[config.mk]
export PLATFORM = sky130hd
export DESIGN_NAME = key_event_report_aggregator_flat
export DESIGN_NICKNAME = d
export VERILOG_FILES = /design/src/sv/kera_pkg.sv /design/src/sv/kera_ifs.sv /design/src/sv/kera_front.sv /design/src/sv/kera_fifo.sv /design/src/sv/kera_back.sv /design/src/sv/key_event_report_aggregator.sv /design/src/flat_wrapper.sv
export SDC_FILE = /design/constraint.sdc
export NUM_CORES = 1
export LEC_CHECK = 0
export ABC_AREA = 1
export BUFFER_PORTS_ARGS = -buffer_cell sky130_fd_sc_hd__buf_2
export CELL_PAD_IN_SITES_DETAIL_PLACEMENT = 1
export CELL_PAD_IN_SITES_GLOBAL_PLACEMENT = 2
export CORE_MARGIN = 2
export CORE_UTILIZATION = 37
export CTS_CLUSTER_SIZE = 30
export DETAILED_ROUTE_END_ITERATION = 10
export PLACE_DENSITY_LB_ADDON = 0.1
export SKIP_LAST_GASP = 1
export SLEW_MARGIN = 20
export SYNTH_ARGS = -nofsm -noshare
export SYNTH_HDL_FRONTEND = slang
export SYNTH_SLANG_ARGS = --single-unit
[constraint.sdc]
create_clock -name clk -period 5.6 [get_ports clk]
set_input_delay 1.12 -clock clk [delete_from_list [all_inputs] [get_ports clk]]
set_output_delay 1.12 -clock clk [all_outputs]
set_load 0.01 [all_outputs]
[src/sv/kera_pkg.sv]
`timescale 1ns / 1ps
// ----------------------------------------------------------------------------
// kera_pkg: shared types and constants of the key-event report aggregator
// Field widths, register indexes, reset values and the queue entry format.
// ----------------------------------------------------------------------------
package kera_pkg;

	// Fixed field widths
	localparam int CODE_W   = 16;
	localparam int OUT_W    = 16;
	localparam int VALUE_W  = 2;
	localparam int MAXR_W   = 8;
	localparam int CFG_IDX_W = 3;
	localparam int CFG_DATA_W = 16;

	// Key slots that own a code register
	localparam int KEY_SLOTS = 5;
	localparam int KEY_IDX_W = 3;

	// Command queue between front and back
	localparam int CMD_DEPTH = 4;
	localparam int CMD_PTR_W = 2;

	// Register indexes
	localparam logic [CFG_IDX_W-1:0] REG_KEY_A       = 3'd0;
	localparam logic [CFG_IDX_W-1:0] REG_KEY_B       = 3'd1;
	localparam logic [CFG_IDX_W-1:0] REG_KEY_C       = 3'd2;
	localparam logic [CFG_IDX_W-1:0] REG_KEY_D       = 3'd3;
	localparam logic [CFG_IDX_W-1:0] REG_KEY_E       = 3'd4;
	localparam logic [CFG_IDX_W-1:0] REG_MAX_REPORTS = 3'd5;

	// Input mode codes
	localparam logic MODE_EVENT = 1'b0;
	localparam logic MODE_TICK  = 1'b1;

	// Key value code for a release; everything else is a press
	localparam logic [VALUE_W-1:0] VALUE_RELEASE = 2'd0;

	typedef logic [KEY_SLOTS-1:0][CODE_W-1:0] key_code_arr_t;

	// Slot 0 sits in the low bits
	localparam key_code_arr_t KEY_CODE_RESET = {
		16'h001c, 16'h0067, 16'h0069, 16'h006a, 16'h006c
	};
	localparam logic [MAXR_W-1:0] MAX_REPORTS_RESET = 8'd30;

	// One classified transaction in the command queue
	typedef struct packed {
		logic                 is_tick;
		logic [KEY_IDX_W-1:0] key;
		logic                 is_press;
	} cmd_t;

endpackage

[src/sv/kera_ifs.sv]
`timescale 1ns / 1ps
// ----------------------------------------------------------------------------
// kera_ifs: valid/ready channels of the key-event report aggregator
// Input item channel and report record channel.
// ----------------------------------------------------------------------------
interface kera_item_if import kera_pkg::*; ();
	logic               valid;
	logic               ready;
	logic               mode;
	logic [CODE_W-1:0]  key_code;
	logic [VALUE_W-1:0] key_value;

	modport source (output valid, mode, key_code, key_value, input ready);
	modport sink   (input valid, mode, key_code, key_value, output ready);
endinterface

interface kera_rec_if import kera_pkg::*; ();
	logic             valid;
	logic             ready;
	logic [CODE_W-1:0] report_key;
	logic [OUT_W-1:0] release_total;
	logic [OUT_W-1:0] press_total;
	logic [OUT_W-1:0] held_ticks;
	logic             last;
	logic             session_over;

	modport source (output valid, report_key, release_total, press_total, held_ticks,
		last, session_over, input ready);
	modport sink   (input valid, report_key, release_total, press_total, held_ticks,
		last, session_over, output ready);
endinterface

[src/sv/kera_front.sv]
`timescale 1ns / 1ps
// ----------------------------------------------------------------------------
// kera_front: configuration registers and input classification
// Holds the key codes and report limit, matches key events to a slot and
// pushes ticks and matched events into the command queue.
// ----------------------------------------------------------------------------
module kera_front import kera_pkg::*; #(
	parameter int NUM_KEYS = 5
) (
	input  logic                  clk,
	input  logic                  arst_n,
	input  logic                  cfg_we,
	input  logic [CFG_IDX_W-1:0]  cfg_index,
	input  logic [CFG_DATA_W-1:0] cfg_data,
	kera_item_if.sink             item,
	input  logic                  full,
	output logic                  push,
	output cmd_t                  push_cmd,
	output key_code_arr_t         key_codes,
	output logic [MAXR_W-1:0]     max_reports
);

	key_code_arr_t       key_codes_q;
	logic [MAXR_W-1:0]   max_reports_q;
	logic                hit;
	logic [KEY_IDX_W-1:0] hit_idx;

	// Register writes; indexes past the list are dropped
	always_ff @(posedge clk or negedge arst_n) begin
		if (!arst_n) begin
			key_codes_q   <= KEY_CODE_RESET;
			max_reports_q <= MAX_REPORTS_RESET;
		end else if (cfg_we) begin
			unique case (cfg_index) inside
				REG_KEY_A, REG_KEY_B, REG_KEY_C, REG_KEY_D, REG_KEY_E: begin
					key_codes_q[cfg_index] <= cfg_data[CODE_W-1:0];
				end
				REG_MAX_REPORTS: begin
					max_reports_q <= cfg_data[MAXR_W-1:0];
				end
				default: begin
				end
			endcase
		end
	end

	// Lowest matching slot wins: scan downward so the last hit is the lowest
	always_comb begin
		hit     = 1'b0;
		hit_idx = '0;
		for (int i = NUM_KEYS - 1; i >= 0; i--) begin
			if (key_codes_q[i] == item.key_code) begin
				hit     = 1'b1;
				hit_idx = KEY_IDX_W'(i);
			end
		end
	end

	// Unmatched key events are taken and dropped
	assign item.ready        = !full;
	assign push              = item.valid && !full && ((item.mode == MODE_TICK) || hit);
	assign push_cmd.is_tick  = (item.mode == MODE_TICK);
	assign push_cmd.key      = hit_idx;
	assign push_cmd.is_press = (item.key_value != VALUE_RELEASE);

	assign key_codes   = key_codes_q;
	assign max_reports = max_reports_q;

endmodule

[src/sv/kera_fifo.sv]
`timescale 1ns / 1ps
// ----------------------------------------------------------------------------
// kera_fifo: command queue between front and back
// A small first-in first-out buffer of classified transactions.
// ----------------------------------------------------------------------------
module kera_fifo import kera_pkg::*; (
	input  logic clk,
	input  logic arst_n,
	input  logic push,
	input  cmd_t push_cmd,
	input  logic pop,
	output cmd_t head,
	output logic full,
	output logic empty
);

	cmd_t                 mem_q [CMD_DEPTH];
	logic [CMD_PTR_W-1:0] wr_ptr_q;
	logic [CMD_PTR_W-1:0] rd_ptr_q;
	logic [CMD_PTR_W:0]   count_q;

	// Entry storage
	always_ff @(posedge clk) begin
		if (push) begin
			mem_q[wr_ptr_q] <= push_cmd;
		end
	end

	// Pointers and fill level
	always_ff @(posedge clk or negedge arst_n) begin
		if (!arst_n) begin
			wr_ptr_q <= '0;
			rd_ptr_q <= '0;
			count_q  <= '0;
		end else begin
			if (push) begin
				wr_ptr_q <= wr_ptr_q + 1'b1;
			end
			if (pop) begin
				rd_ptr_q <= rd_ptr_q + 1'b1;
			end
			if (push && !pop) begin
				count_q <= count_q + 1'b1;
			end else if (pop && !push) begin
				count_q <= count_q - 1'b1;
			end
		end
	end

	assign head  = mem_q[rd_ptr_q];
	assign full  = (count_q == (CMD_PTR_W+1)'(CMD_DEPTH));
	assign empty = (count_q == '0);

	a_no_overflow: assert property (@(posedge clk) disable iff (!arst_n)
		push |-> !full)
		else $error("command queue push while full");

	a_no_underflow: assert property (@(posedge clk) disable iff (!arst_n)
		pop |-> !empty)
		else $error("command queue pop while empty");

	a_count_bound: assert property (@(posedge clk) disable iff (!arst_n)
		count_q <= (CMD_PTR_W+1)'(CMD_DEPTH))
		else $error("command queue fill level out of range");

endmodule

[src/sv/kera_back.sv]
`timescale 1ns / 1ps
// ----------------------------------------------------------------------------
// kera_back: counters, report walk and record output register
// Applies key events to the per-key counters; on a tick while armed it walks
// the keys, emits one record per key with a nonzero counter, then updates.
// ----------------------------------------------------------------------------
module kera_back import kera_pkg::*; #(
	parameter int NUM_KEYS   = 5,
	parameter int COUNT_BITS = 16
) (
	input  logic              clk,
	input  logic              arst_n,
	input  logic              empty,
	input  cmd_t              head,
	output logic              pop,
	input  key_code_arr_t     key_codes,
	input  logic [MAXR_W-1:0] max_reports,
	kera_rec_if.source        rec
);

	localparam int KW = (NUM_KEYS > 1) ? $clog2(NUM_KEYS) : 1;
	localparam logic [COUNT_BITS-1:0] CNT_MAX = {COUNT_BITS{1'b1}};

	localparam logic [1:0] S_IDLE   = 2'd0;
	localparam logic [1:0] S_WALK   = 2'd1;
	localparam logic [1:0] S_UPDATE = 2'd2;

	logic [COUNT_BITS-1:0] rel_q  [NUM_KEYS];
	logic [COUNT_BITS-1:0] prs_q  [NUM_KEYS];
	logic [COUNT_BITS-1:0] hold_q [NUM_KEYS];
	logic                  armed_q;
	logic [MAXR_W-1:0]     reports_q;
	logic [1:0]            state_q;
	logic [KW-1:0]         idx_q;
	logic [NUM_KEYS-1:0]   nz_q;
	logic [NUM_KEYS-1:0]   live_q;
	logic                  keep_q;

	logic                  out_valid_q;
	logic [CODE_W-1:0]     report_key_q;
	logic [OUT_W-1:0]      release_total_q;
	logic [OUT_W-1:0]      press_total_q;
	logic [OUT_W-1:0]      held_ticks_q;
	logic                  last_q;
	logic                  session_over_q;

	logic [NUM_KEYS-1:0]   nz;
	logic [NUM_KEYS-1:0]   live;
	logic [MAXR_W:0]       next_reports;
	logic                  keep_now;
	logic                  out_free;
	logic                  emit;
	logic                  advance;
	logic                  idx_end;
	logic [NUM_KEYS:0]     above;
	logic                  is_last;

	function automatic logic [COUNT_BITS-1:0] sat_inc(input logic [COUNT_BITS-1:0] v);
		return (v == CNT_MAX) ? v : v + 1'b1;
	endfunction

	function automatic logic [OUT_W-1:0] to_out(input logic [COUNT_BITS-1:0] v);
		logic [COUNT_BITS+OUT_W-1:0] w;
		w = {{OUT_W{1'b0}}, v};
		return w[OUT_W-1:0];
	endfunction

	// Per-key activity flags
	always_comb begin
		for (int i = 0; i < NUM_KEYS; i++) begin
			nz[i]   = (rel_q[i] != '0) || (prs_q[i] != '0) || (hold_q[i] != '0);
			live[i] = (prs_q[i] != '0) || (hold_q[i] != '0);
		end
	end

	// Session decision for a tick taken now
	assign next_reports = {1'b0, reports_q} + 1'b1;
	assign keep_now     = (|nz) && (|live) && (next_reports <= {1'b0, max_reports});

	// Walk control
	assign pop      = (state_q == S_IDLE) && !empty;
	assign out_free = !out_valid_q || rec.ready;
	assign emit     = (state_q == S_WALK) && nz_q[idx_q] && out_free;
	assign advance  = (state_q == S_WALK) && (!nz_q[idx_q] || out_free);
	assign idx_end  = (idx_q == KW'(NUM_KEYS - 1));
	assign above    = {1'b0, nz_q} >> idx_q;
	assign is_last  = (above[NUM_KEYS:1] == '0);

	// Sequencer, session state and report bookkeeping
	always_ff @(posedge clk or negedge arst_n) begin
		if (!arst_n) begin
			state_q   <= S_IDLE;
			armed_q   <= 1'b0;
			reports_q <= '0;
			idx_q     <= '0;
			nz_q      <= '0;
			live_q    <= '0;
			keep_q    <= 1'b0;
		end else begin
			unique case (state_q)
				S_IDLE: begin
					if (pop && !head.is_tick) begin
						armed_q <= 1'b1;
					end else if (pop && armed_q) begin
						if (keep_now) begin
							reports_q <= next_reports[MAXR_W-1:0];
						end else begin
							armed_q   <= 1'b0;
							reports_q <= '0;
						end
						if (|nz) begin
							state_q <= S_WALK;
							idx_q   <= '0;
							nz_q    <= nz;
							live_q  <= live;
							keep_q  <= keep_now;
						end
					end
				end
				S_WALK: begin
					if (advance) begin
						if (idx_end) begin
							state_q <= S_UPDATE;
						end else begin
							idx_q <= idx_q + 1'b1;
						end
					end
				end
				S_UPDATE: begin
					state_q <= S_IDLE;
				end
				default: begin
					state_q <= S_IDLE;
				end
			endcase
		end
	end

	// Per-key counters
	always_ff @(posedge clk or negedge arst_n) begin
		if (!arst_n) begin
			for (int i = 0; i < NUM_KEYS; i++) begin
				rel_q[i]  <= '0;
				prs_q[i]  <= '0;
				hold_q[i] <= '0;
			end
		end else begin
			for (int i = 0; i < NUM_KEYS; i++) begin
				if (pop && !head.is_tick && (head.key == KEY_IDX_W'(i))) begin
					if (head.is_press) begin
						prs_q[i] <= sat_inc(prs_q[i]);
					end else begin
						rel_q[i] <= sat_inc(rel_q[i]);
					end
					hold_q[i] <= '0;
				end else if (state_q == S_UPDATE) begin
					hold_q[i] <= (live_q[i] && keep_q) ? sat_inc(hold_q[i]) : '0;
					rel_q[i]  <= '0;
					prs_q[i]  <= '0;
				end
			end
		end
	end

	// Record output register
	always_ff @(posedge clk or negedge arst_n) begin
		if (!arst_n) begin
			out_valid_q <= 1'b0;
		end else if (emit) begin
			out_valid_q <= 1'b1;
		end else if (rec.ready) begin
			out_valid_q <= 1'b0;
		end
	end

	always_ff @(posedge clk) begin
		if (emit) begin
			report_key_q    <= key_codes[KEY_IDX_W'(idx_q)];
			release_total_q <= to_out(rel_q[idx_q]);
			press_total_q   <= to_out(prs_q[idx_q]);
			held_ticks_q    <= to_out(hold_q[idx_q]);
			last_q          <= is_last;
			session_over_q  <= !keep_q;
		end
	end

	assign rec.valid         = out_valid_q;
	assign rec.report_key    = report_key_q;
	assign rec.release_total = release_total_q;
	assign rec.press_total   = press_total_q;
	assign rec.held_ticks    = held_ticks_q;
	assign rec.last          = last_q;
	assign rec.session_over  = session_over_q;

	a_update_returns: assert property (@(posedge clk) disable iff (!arst_n)
		state_q == S_UPDATE |=> state_q == S_IDLE)
		else $error("update step did not return to idle");

	a_disarmed_count: assert property (@(posedge clk) disable iff (!arst_n)
		!armed_q |-> reports_q == '0)
		else $error("report count nonzero while disarmed");

	a_walk_has_work: assert property (@(posedge clk) disable iff (!arst_n)
		state_q == S_WALK |-> nz_q != '0)
		else $error("key walk started with nothing to report");

	a_walk_starts_low: assert property (@(posedge clk) disable iff (!arst_n)
		(state_q == S_IDLE) ##1 (state_q == S_WALK) |-> idx_q == '0)
		else $error("key walk did not start at the first key");

endmodule

[src/sv/key_event_report_aggregator.sv]
`timescale 1ns / 1ps
// ----------------------------------------------------------------------------
// key_event_report_aggregator: per-key event counting with periodic reports
// Channel item carries key events (mode 0) and report ticks (mode 1); channel
// rec carries one record per reported key, last set on the final record of a
// tick. The user must write registers through cfg_we/cfg_index/cfg_data only
// while idle; the block itself does not enforce this. An accepted transaction
// enters a four-entry command queue; the back end takes one queued command per
// cycle when idle. A tick while armed decides the session in the idle state,
// then the walk visits each key in turn and the update state updates the
// counters; the first record passes through the walk state and the record
// output register before it shows on rec. A tick while disarmed, or with
// nothing to report, starts no walk.
// The walk pace is set by the single record output register.
// Reset clears all counters, disarms reporting and restores the default key
// codes and report limit. While rec is stalled the walk holds on a key with a
// record to emit; once the queue is full item.ready drops until the back end drains it.
// ----------------------------------------------------------------------------
module key_event_report_aggregator import kera_pkg::*; #(
	parameter int NUM_KEYS   = 5,
	parameter int COUNT_BITS = 16
) (
	input  logic                  clk,
	input  logic                  arst_n,
	input  logic                  cfg_we,
	input  logic [CFG_IDX_W-1:0]  cfg_index,
	input  logic [CFG_DATA_W-1:0] cfg_data,
	kera_item_if.sink             item,
	kera_rec_if.source            rec
);

	logic              push;
	cmd_t              push_cmd;
	logic              pop;
	cmd_t              head;
	logic              full;
	logic              empty;
	key_code_arr_t     key_codes;
	logic [MAXR_W-1:0] max_reports;

	kera_front #(
		.NUM_KEYS (NUM_KEYS)
	) u_front (
		.clk         (clk),
		.arst_n      (arst_n),
		.cfg_we      (cfg_we),
		.cfg_index   (cfg_index),
		.cfg_data    (cfg_data),
		.item        (item),
		.full        (full),
		.push        (push),
		.push_cmd    (push_cmd),
		.key_codes   (key_codes),
		.max_reports (max_reports)
	);

	kera_fifo u_fifo (
		.clk      (clk),
		.arst_n   (arst_n),
		.push     (push),
		.push_cmd (push_cmd),
		.pop      (pop),
		.head     (head),
		.full     (full),
		.empty    (empty)
	);

	kera_back #(
		.NUM_KEYS   (NUM_KEYS),
		.COUNT_BITS (COUNT_BITS)
	) u_back (
		.clk         (clk),
		.arst_n      (arst_n),
		.empty       (empty),
		.head        (head),
		.pop         (pop),
		.key_codes   (key_codes),
		.max_reports (max_reports),
		.rec         (rec)
	);

endmodule

[src/flat_wrapper.sv]
// flat-port wrapper written by rule: the top's interface ports become plain ports
module key_event_report_aggregator_flat import kera_pkg::*;
#(
	parameter int NUM_KEYS   = 5,
	parameter int COUNT_BITS = 16
)
  (clk, arst_n, cfg_we, cfg_index, cfg_data, item_valid, item_mode, item_key_code, item_key_value, item_ready, rec_valid, rec_report_key, rec_release_total, rec_press_total, rec_held_ticks, rec_last, rec_session_over, rec_ready);
  kera_item_if item_i ();
  kera_rec_if rec_i ();
  input  logic clk;
  input  logic arst_n;
  input  logic cfg_we;
  input  logic [CFG_IDX_W-1:0] cfg_index;
  input  logic [CFG_DATA_W-1:0] cfg_data;
  input wire logic [$bits(item_i.valid)-1:0] item_valid;
  input wire logic [$bits(item_i.mode)-1:0] item_mode;
  input wire logic [$bits(item_i.key_code)-1:0] item_key_code;
  input wire logic [$bits(item_i.key_value)-1:0] item_key_value;
  output wire logic [$bits(item_i.ready)-1:0] item_ready;
  output wire logic [$bits(rec_i.valid)-1:0] rec_valid;
  output wire logic [$bits(rec_i.report_key)-1:0] rec_report_key;
  output wire logic [$bits(rec_i.release_total)-1:0] rec_release_total;
  output wire logic [$bits(rec_i.press_total)-1:0] rec_press_total;
  output wire logic [$bits(rec_i.held_ticks)-1:0] rec_held_ticks;
  output wire logic [$bits(rec_i.last)-1:0] rec_last;
  output wire logic [$bits(rec_i.session_over)-1:0] rec_session_over;
  input wire logic [$bits(rec_i.ready)-1:0] rec_ready;
  assign item_i.valid = item_valid;
  assign item_i.mode = item_mode;
  assign item_i.key_code = item_key_code;
  assign item_i.key_value = item_key_value;
  assign item_ready = item_i.ready;
  assign rec_valid = rec_i.valid;
  assign rec_report_key = rec_i.report_key;
  assign rec_release_total = rec_i.release_total;
  assign rec_press_total = rec_i.press_total;
  assign rec_held_ticks = rec_i.held_ticks;
  assign rec_last = rec_i.last;
  assign rec_session_over = rec_i.session_over;
  assign rec_i.ready = rec_ready;
  key_event_report_aggregator #(.NUM_KEYS(NUM_KEYS), .COUNT_BITS(COUNT_BITS)) u_core (.clk(clk), .arst_n(arst_n), .cfg_we(cfg_we), .cfg_index(cfg_index), .cfg_data(cfg_data), .item(item_i), .rec(rec_i));
endmodule
---- After elaboration in Yosys (flattened, before gate mapping) ----
Memories as Yosys holds them, arrays and structs flattened.
Index checks and enable logic that the tools add are counted.
storage, ports and cells
  word-level logic and storage cells ...... 336
  bits in registers ....................... 427
  memories ................................ 1
  input bits .............................. 43
  output and inout port bits .............. 68
  bits in writable memories ............... 20
cells by class
  equal/unequal tests ..................... 65
  bitwise logic cells ..................... 2
  muxes and demuxes ....................... 99
  order comparisons ....................... 5
  shift-type cells ........................ 1
  reduce and logical (&&, ||, !) cells .... 104
  add/subtract/negate cells ............... 21
memories
  name                 depth  width  rd ports  clocked after memory_dff  write ports  RTL line         text
  u_core.u_fifo.mem_q  4      5      1         0                         1            kera_fifo.sv:17  cmd_t mem_q [CMD_DEPTH];
operators by type and width
  operator                 count
  $mux W16                 59
  $add A16 B1 Y16 const B  15
  $eq A16 B16 Y1 const B   15
  $reduce_bool A16 Y1      15
  $bmux W16 S3             4
  $bwmux W80               1
  $eq A16 B16 Y1           5
  $demux W16 S3            1
  $ne A2 B2 Y1 const B     20
  $mux W3                  12
  $reduce_and A3 Y1        12
  $logic_and A1 B1 Y1      23
  $reduce_bool A2 Y1       10
  $logic_or A1 B1 Y1       18
  $eq A3 B3 Y1 const B     5
  $ne A3 B3 Y1 const B     5
  $reduce_or A5 Y1         3
  $ne A2 B1 Y1 const B     7
  $reduce_and A2 Y1        7
  $mux W1                  13
  $eq A3 B2 Y1 const B     4
  $mux W2                  5
  $add A8 B1 Y9 const B    1
  $le A9 B8 Y1             1
  23 further kinds         36

---- Depth between registers and ports, before layout ----
Gate-level depths: netlist of run 1.
  depth after elaboration ................. 12
  depth in mapped cells ................... 19
  mapped depth without buffers ............ 18

---- By module ----
From an unflattened synthesis of run 1, not the netlist that was laid out.
unflattened totals
  cell total of the unflattened synthesis .. 3700
  area total of the unflattened synthesis .. 27518.9 µm²
by module, submodules not included
  module      instances  area each (µm²)  cells each
  kera_back   1          21642.0          2939
  kera_front  1          4667.0           657
  kera_fifo   1          1209.9           104

---- Least setup slack after synthesis of run 1 ----
OpenSTA, ideal clock, no wires.
  path kind ............................... register -> register
  start ................................... register u_core.u_back.idx_q[1]
  end ..................................... register u_core.u_back.held_ticks_q[0] (netlist: u_core.u_back.rec.held_ticks[0]), enable pin
  stages on the path, launching flop included .. 7
  data required time ...................... 5.110 ns
  period minus slack after synthesis ...... 4.632 ns
  data arrival time ....................... 4.142 ns
  path buffers ............................ 1
  slack ................................... 0.968 ns
  cells stage by stage .................... dfrtp_1 > clkbuf_1 > nor3_1 > inv_1 > o22ai_1 > nand2_1 > nor2_1
between the ends
  longest elaborated chain between the ends .. 4
RTL lines
  what                               RTL line          text
  from (decl)                        kera_back.sv:34   logic [KW-1:0] idx_q;
  from (signal assigned)             kera_back.sv:125  idx_q <= idx_q + 1'b1;
  $bmux W1 S3                        kera_back.sv:83   assign emit = (state_q == S_WALK) && nz_q[idx_q] && out_free;
  $mux W1 (not written as such)      kera_back.sv:83
  $logic_and A1 B1 Y1 (2 in series)  kera_back.sv:83
  via u_core.u_back.emit             kera_back.sv:52   logic emit;
  to (signal assigned)               kera_back.sv:181  held_ticks_q <= to_out(hold_q[idx_q]);
  to (decl)                          kera_back.sv:43   logic [OUT_W-1:0] held_ticks_q;
The timed path passes the listed nets, and every way through them passes these cells. The select of a mux whose other input is x is not followed.
A chain may end at the register's enable or synchronous reset.

---- Final worst setup path of run 1 ----
  start ................................... register u_core.u_fifo.rd_ptr_q[0]
  end ..................................... register u_core.u_back.prs_q[17] in the netlist's numbering
between the ends
  longest elaborated chain between the ends .. 6
  elaborated cells between the ends (all ways) .. 10
  classes of those cells .................. eq/ne (3); mux (1); reduce/logical (5); memory (1)
RTL lines
  what                                                                  RTL line          text
  from (decl)                                                           kera_fifo.sv:19   logic [CMD_PTR_W-1:0] rd_ptr_q;
  from (signal assigned)                                                kera_fifo.sv:40   rd_ptr_q <= rd_ptr_q + 1'b1;
  $mem_v2 Z4 W5 (*)                                                     --
  parallel branches: the longest is 5 deep, another holds $eq A3 B2 Y1  --
  to (signal, indexed assignment)                                       kera_back.sv:151  prs_q[i] <= sat_inc(prs_q[i]);
  to (decl)                                                             kera_back.sv:29   logic [COUNT_BITS-1:0] prs_q [NUM_KEYS];
Mark *: on every way between the ends.

==> results of run 1 <==
==> worst max-delay path: cells and delay by family (launching register included) <==
family                 cells  cell delay, ns
AND/OR/NAND/NOR           10            2.69
buffers and inverters      1            0.18
flip-flops                 1            0.59
AO/OA/AOI/OAI              1            0.12
==> where the power goes <==
| part | total (mW) | switching (mW) | internal (mW) |
|---|---|---|---|
| clock network | 3.79 | 1.55 | 2.24 |
| logic | 3.67 | 2.78 | 0.890 |
| registers | 4.18 | 0.397 | 3.78 |
==> logic make-up after synthesis <==
family | after synthesis | synth area share
buf+inv | 565 | 0.0807
simple gates | 1784 | 0.285
flops | 447 | 0.423
compound gates | 663 | 0.126
fa+ha+maj | 47 | 0.0217
xor+xnor | 199 | 0.0634
==> sequential cells by signal, indices dropped and copies added, names as in the netlist, 16 cells and up <==
signal and flops:
u_core.u_back.rec.press_total 16, u_core.u_front.key_codes 80, u_core.u_back.rel_q 80, u_core.u_back.prs_q 80, u_core.u_back.rec.report_key 16, u_core.u_back.hold_q 80, u_core.u_back.rec.held_ticks 16, u_core.u_back.rec.release_total 16
u_core.u_fifo.mem_q 20
==> layout make-up <==
class / instances / area [sq um]
Fill cell: 9128 / 42600
Inverter: 397 / 1490
Sequential cell: 447 / 11700
Clock inverter: 33 / 334
Multi-Input combinational cell: 2693 / 13700
Tap cell: 959 / 1200
Antenna cell: 2 / 5.00
Clock buffer: 71 / 1560
Timing Repair Buffer: 138 / 796
==> metal layers <==
layer / global-route usage / up-vias / part of all wire
met5: 0 / - / 0.00035
met4: 0.0881 / 6 / 0.034
met3: 0.0397 / 155 / 0.042
met2: 0.420 / 432 / 0.45
met1: 0.358 / 12800 / 0.47
li1: - / 12300 / -
==> cells in the mapped netlist, types with 2 or more instances <==
cell type  number
o22ai_1        13
nor2_4          2
or2_2          23
nor3_2          2
buf_4           4
o21bai_1        4
dfstp_2        24
nor2_8          2
buf_2          34
o21ai_0       445
buf_1          13
dfrtp_1       337
a21oi_1       131
a32o_1         14
nand2_1       807
xnor2_1        25
nor3b_1         4
nand2_2         3
and2_1          2
nor2_2          2
inv_1         392
inv_2           5
clkbuf_1      109
nor4_1         18
nand3_1       292
xor2_1        174
buf_6           5
nand4_1       122
ha_1           46
nand2_4         3
nand3b_1       21
clkbuf_2        3
o21ai_1        43
a221o_1         3
nor3_1        130
o31ai_1         4
edfxtp_1       86
nor2_1        347
==> final timing paths <==
kind	endpoint	slack, ns
setup / recovery	u_core.u_back.prs_q[17]$_DFFE_PN0P_	1.90
hold / removal	u_core.u_back.nz_q[0]$_DFFE_PN0P_	0.48
setup reg to reg	u_core.u_back.prs_q[17]$_DFFE_PN0P_	1.90
hold reg to reg	u_core.u_back.nz_q[0]$_DFFE_PN0P_	0.48
max in group asynchronous	u_core.u_front.key_codes[70]$_DFFE_PN0P_	3.85
min in group asynchronous	u_core.u_back.rel_q[28]$_DFFE_PN0P_	0.51
==> impl_metrics.csv, run 1 <==
group,metric,value,unit
die,die_y,277,um
synth,synth_area,0.0275,sq mm
timing,relSlewSlack,0.276,
timing,final_max_slew_viol_count,0,
synth,ys_types,49,
power_and_ir_drop,leakage,12.9,nW
timing,tightest_slew,1.08,ns
synth,yosysTopAreaCellShare,0.307,
timing,min_period_over_period,0.660,
synth,yosysWarnings,0,
hold_path,hold_path.class,"reg -> reg",
global_routing,grt_pass1_vias,26900,
clock_tree,cts-root-buf,"clkbuf_16",
power_and_ir_drop,ir_drop,0.240,mV
clock_tree,clk-insertion-delay-late,0.63,ns
synth,syn_avg_cell_area,7.42,sq um
placed_design,hpwl,72800,um
timing,fin_worst_skew,0.0159,ns
power_and_ir_drop,cellPowerDensity,379,mW/mm^2
placed_design,dpl_cell_area,0.0288,sq mm
worst_setup_path,reg2reg_from,"u_core.u_fifo.rd_ptr_q[0]$_DFFE_PN0P_",
placed_design,dp.cells,4634,
worst_setup_path,r2r_cells,12,
die,start_util,0.375,
clock_tree,cts_setup_buffers,0,
worst_setup_path,path_max_fanout,21,
routing,drc,0,
timing,tns,0,ns
layout,final_util,0.419,
job,drv_cap,0,
synth,synth_edf_count,86,
die,core,0.0733,sq mm
placed_design,place_ws,1.95,ns
die,die_area,0.0765,sq mm
worst_setup_path,cp.arrival,4.22,ns
layout,layout.cells.most_common,"nand2_1",
placed_design,gp_congestion,0.886,
synth,synth_flop_cell,"dfrtp_1",
timing,fmax,270,MHz
clock_tree,path_clk_slew,0.06,ns
timing,finalWorstSetupSlack,1.90,ns
clock_tree,cts_resized,0,
layout,layout_common_cells,"nand2_1 (807), o21ai_0 (445), inv_1 (389)",
worst_setup_path,crit_path_cell_trace,"inv_2 -> nand2_1 -> nand2_1 -> nand2_1 -> nand2_1 -> nor2_2 -> nand2_2 -> nor2_4 -> nand3_1 -> nand2_1 -> nand3_1 -> o21ai_0",
worst_setup_path,worst_ep_required_time,6.12,ns
synth,yosysSeqAreaShare,0.423,
worst_setup_path,crit_path_start,"u_core.u_fifo.rd_ptr_q[0]$_DFFE_PN0P_",
global_routing,grt_usage,0.261,
clock_tree,holdBufCountCts,0,
timing,min_period,3.70,ns
worst_setup_path,cpMaxStageDelayCell,"nand2_1",
timing,setup_violations,0,
clock_tree,clk_path_buf_depth,3,
synth,synth_cells,3705,
global_routing,grt_overflow,0,
timing,hold_viol_final,0,
die,die_w,277,um
routing,wl,101000,um
synth,synthTopCellsByArea,"dfrtp_1 (31%), nand2_1 (11%), edfxtp_1 (9.4%)",
synth,async_reset_ff_frac,0.808,
clock_tree,numCtsBuffers,55,
outcome,status,"finished, final reports clean",
synth,syn-num-nets,3795,
placed_design,place.port_buffers,110,
layout,nets,3822,
clock_tree,cts_tree,"built",
clock_tree,cts_sinks,447,
worst_setup_path,path_class,"reg -> reg",
routing,drtAntennaViolNets,0,
routing,first_iter_violations,1547,
routing,dr.pass1.iters,6,
routing,wl_per_cell,21.2,um
synth,ys_ff_latch,447,
clock_tree,htree_levels,2,
hold_path,min_from,"u_core.u_back.nz_q[0]$_DFFE_PN0P_",
die,io_pins,111,
worst_setup_path,cp-end-kind,"register",
routing,vias,25700,
global_routing,grt_pass1_wl,158000,um
die,fp-row-count,99,
layout,drive_above_1_share,0.0804,
synth,yosys.area.top_type,"dfrtp_1",
layout,final_cells,4740,
global_routing,grt_max_degree,131,
global_routing,antenna_found_initial,8,
layout,stdcell_area,0.0307,sq mm
routing,vias_per_cell,5.42,
worst_setup_path,startpoint_type,"register",
timing,rsz0062_at_grt,"no",
worst_setup_path,slowest_delay,0.72,ns
timing,holdWs,0.480,ns
worst_setup_path,path_common_cell,"nand2_1",
power_and_ir_drop,total_power,11.6,mW
layout,area_growth,11.6,%
hold_path,hold_depth,2,
No activity file was read; power rests on OpenSTA's default activity.
==> inputs of run 2 (changes only) <==
==> constraint.sdc (replaced) <==
create_clock -name clk -period 3.7 [get_ports clk]
set_input_delay 0.74 -clock clk [delete_from_list [all_inputs] [get_ports clk]]
set_output_delay 0.74 -clock clk [all_outputs]
set_load 0.01 [all_outputs]
==> impl_metrics.csv, run 2 (synthesis results as in run 1) <==
group,metric,value,unit
global_routing,met3_usage,0.0380,
clock_tree,path_clk_slew,0.07,ns
global_routing,antenna_found_initial,3,
clock_tree,cts_tree,"built",
power_and_ir_drop,clockPowerShare,0.320,
timing,min_period,3.16,ns
routing,vias_per_cell,5.43,
worst_setup_path,cp.arrival,3.65,ns
routing,vias,25900,
die,die_area,0.0765,sq mm
placed_design,dp.cells,4666,
clock_tree,htree_levels,2,
layout,layout_common_cells,"nand2_1 (807), o21ai_0 (445), inv_1 (389)",
clock_tree,cts_setup_buffers,0,
routing,drtAntennaViolNets,0,
placed_design,hpwl,74000,um
timing,relSlewSlack,0.358,
job,drv_cap,0,
power_and_ir_drop,seq_power_share,0.349,
die,start_util,0.375,
worst_setup_path,startpoint_type,"register",
die,die_y,277,um
timing,tightest_slew,0.963,ns
global_routing,grt_overflow,0,
power_and_ir_drop,ir_drop,0.485,mV
hold_path,hold_path.class,"in -> async",
die,die_w,277,um
power_and_ir_drop,leakage,13.1,nW
timing,final_max_slew_viol_count,0,
layout,final_cells,4770,
placed_design,place.port_buffers,110,
worst_setup_path,path_class,"reg -> reg",
timing,setup_violations,0,
layout,antenna_cells,0,
routing,first_iter_violations,1661,
worst_setup_path,path_max_fanout,13,
placed_design,gp_congestion,0.880,
power_and_ir_drop,switching_share,0.408,
power_and_ir_drop,pwr-share-comb,0.331,
power_and_ir_drop,p_int,10.6,mW
timing,hold_viol_final,0,
layout,nets,3854,
clock_tree,clk-insertion-delay-late,0.64,ns
global_routing,grt_pass1_vias,27000,
worst_setup_path,worst_ep_required_time,4.19,ns
routing,dr.pass1.iters,5,
clock_tree,clk_path_buf_depth,3,
routing,wl,101000,um
clock_tree,cts-root-buf,"clkbuf_16",
global_routing,use_met2,0.430,
global_routing,grt_usage,0.262,
timing,rsz0062_at_grt,"no",
die,fp-row-count,99,
outcome,status,"finished, final reports clean",
clock_tree,numCtsBuffers,55,
die,core,0.0733,sq mm
clock_tree,cts_resized,0,
power_and_ir_drop,p_sw,7.31,mW
layout,area_growth,12.7,%
layout,layout.cells.most_common,"nand2_1",
clock_tree,cts_sinks,447,
global_routing,use_met1,0.359,
die,io_pins,111,
clock_tree,holdBufCountCts,0,
power_and_ir_drop,cellPowerDensity,579,mW/mm^2
timing,tns,0,ns
global_routing,top_usage_layer,"met2",
routing,drc,0,
worst_setup_path,r2r_cells,13,
routing,wl_per_cell,21.2,um
global_routing,grt_pass1_wl,158000,um
worst_setup_path,cp-end-kind,"register",
layout,drive_above_1_share,0.0890,
timing,fin_worst_skew,0.0309,ns
timing,min_period_over_period,0.853,
timing,fmax,317,MHz
global_routing,grt_max_degree,168,
-- run 2: cell count changes in the layout (fill, tap and decap cells not counted), moves of 2 or more --
| cell | before | now |
|---|---|---|
| buf_4 | 26 | 54 |
| buf_12 | 2 | 6 |
| diode_2 | 2 | 0 |
| clkinv_2 | 11 | 13 |
| clkinvlp_4 | 3 | 6 |
| clkbuf_1 | 6 | 4 |
| clkbuf_8 | 8 | 4 |
-- run 2: worst max-delay path, stage by stage (launching register included) --
cell and delay [ns]:
dfrtp_1 0.60, inv_2 0.18, nand2_1 0.10, nand2_1 0.05, nand2_1 0.08, nand2_1 0.09, nor2_2 0.16, nand2_2 0.32
nor2_4 0.52, nand2_1 0.16, nand2_1 0.35, inv_1 0.23, nand2_1 0.09, o21ai_0 0.08
-- run 2: final cells by class --
class	instances	area (sq um)
timing repair buffer	170	1090
fill	9071	42300
clock buffer	64	1470
clock inverter	40	432
inverter	397	1490
multi-input combinational	2693	13700
tap	959	1200
sequential	447	11700
-- run 2: routing by layer --
layer | part of all wire | up-vias
met5 | 0.00011 | -
met1 | 0.47 | 12900
met4 | 0.027 | 2
met3 | 0.043 | 139
met2 | 0.46 | 465
li1 | - | 12400
-- run 2: path summary, 6_finish.rpt --
| path | startpoint | to | slack [ns] |
|---|---|---|---|
| setup / recovery | u_core.u_fifo.rd_ptr_q[0]$_DFFE_PN0P_ | u_core.u_back.rel_q[69]$_DFFE_PN0P_ | 0.54 |
| hold / removal | arst_n | u_core.u_back.rel_q[63]$_DFFE_PN0P_ | 0.05 |
| setup reg to reg | u_core.u_fifo.rd_ptr_q[0]$_DFFE_PN0P_ | u_core.u_back.rel_q[69]$_DFFE_PN0P_ | 0.54 |
| hold reg to reg | u_core.u_front.max_reports[5]$_DFFE_PN0P_ | u_core.u_front.max_reports[5]$_DFFE_PN0P_ | 0.48 |
| max in group asynchronous | arst_n | u_core.u_back.rec.valid$_DFFE_PN0P_ | 2.72 |
| min in group clk | rec_ready | u_core.u_back.rec.valid$_DFFE_PN0P_ | 0.31 |
-- run 2: stage by stage --
step | instance area (sq um) | hold WS [ns] | power (mW) | util | worst slack (ns)
detailed placement | 29100 | 0.471 | 12.3 | 0.397 | 0.441
global route | 31000 | 0.0395 | 18.9 | 0.423 | 0.142
floorplan | 27500 | 0.442 | 9.84 | - | 0.170
CTS | 31000 | 0.0226 | 18.1 | 0.423 | 0.524
finish | 31000 | 0.0484 | 17.9 | 0.423 | 0.544
global placement | 29100 | 0.457 | 12.1 | 0.397 | 0.487
-- run 2: power groups by stage --
stage | registers (mW) | clock network (mW) | logic [mW]
after floorplan | 6.20 | 0 | 3.64
after CTS | 6.26 | 5.85 | 5.95
after detailed placement | 6.34 | 0 | 5.92
after global placement | 6.32 | 0 | 5.76
after global routing | 6.34 | 6.04 | 6.55
final | 6.26 | 5.73 | 5.94
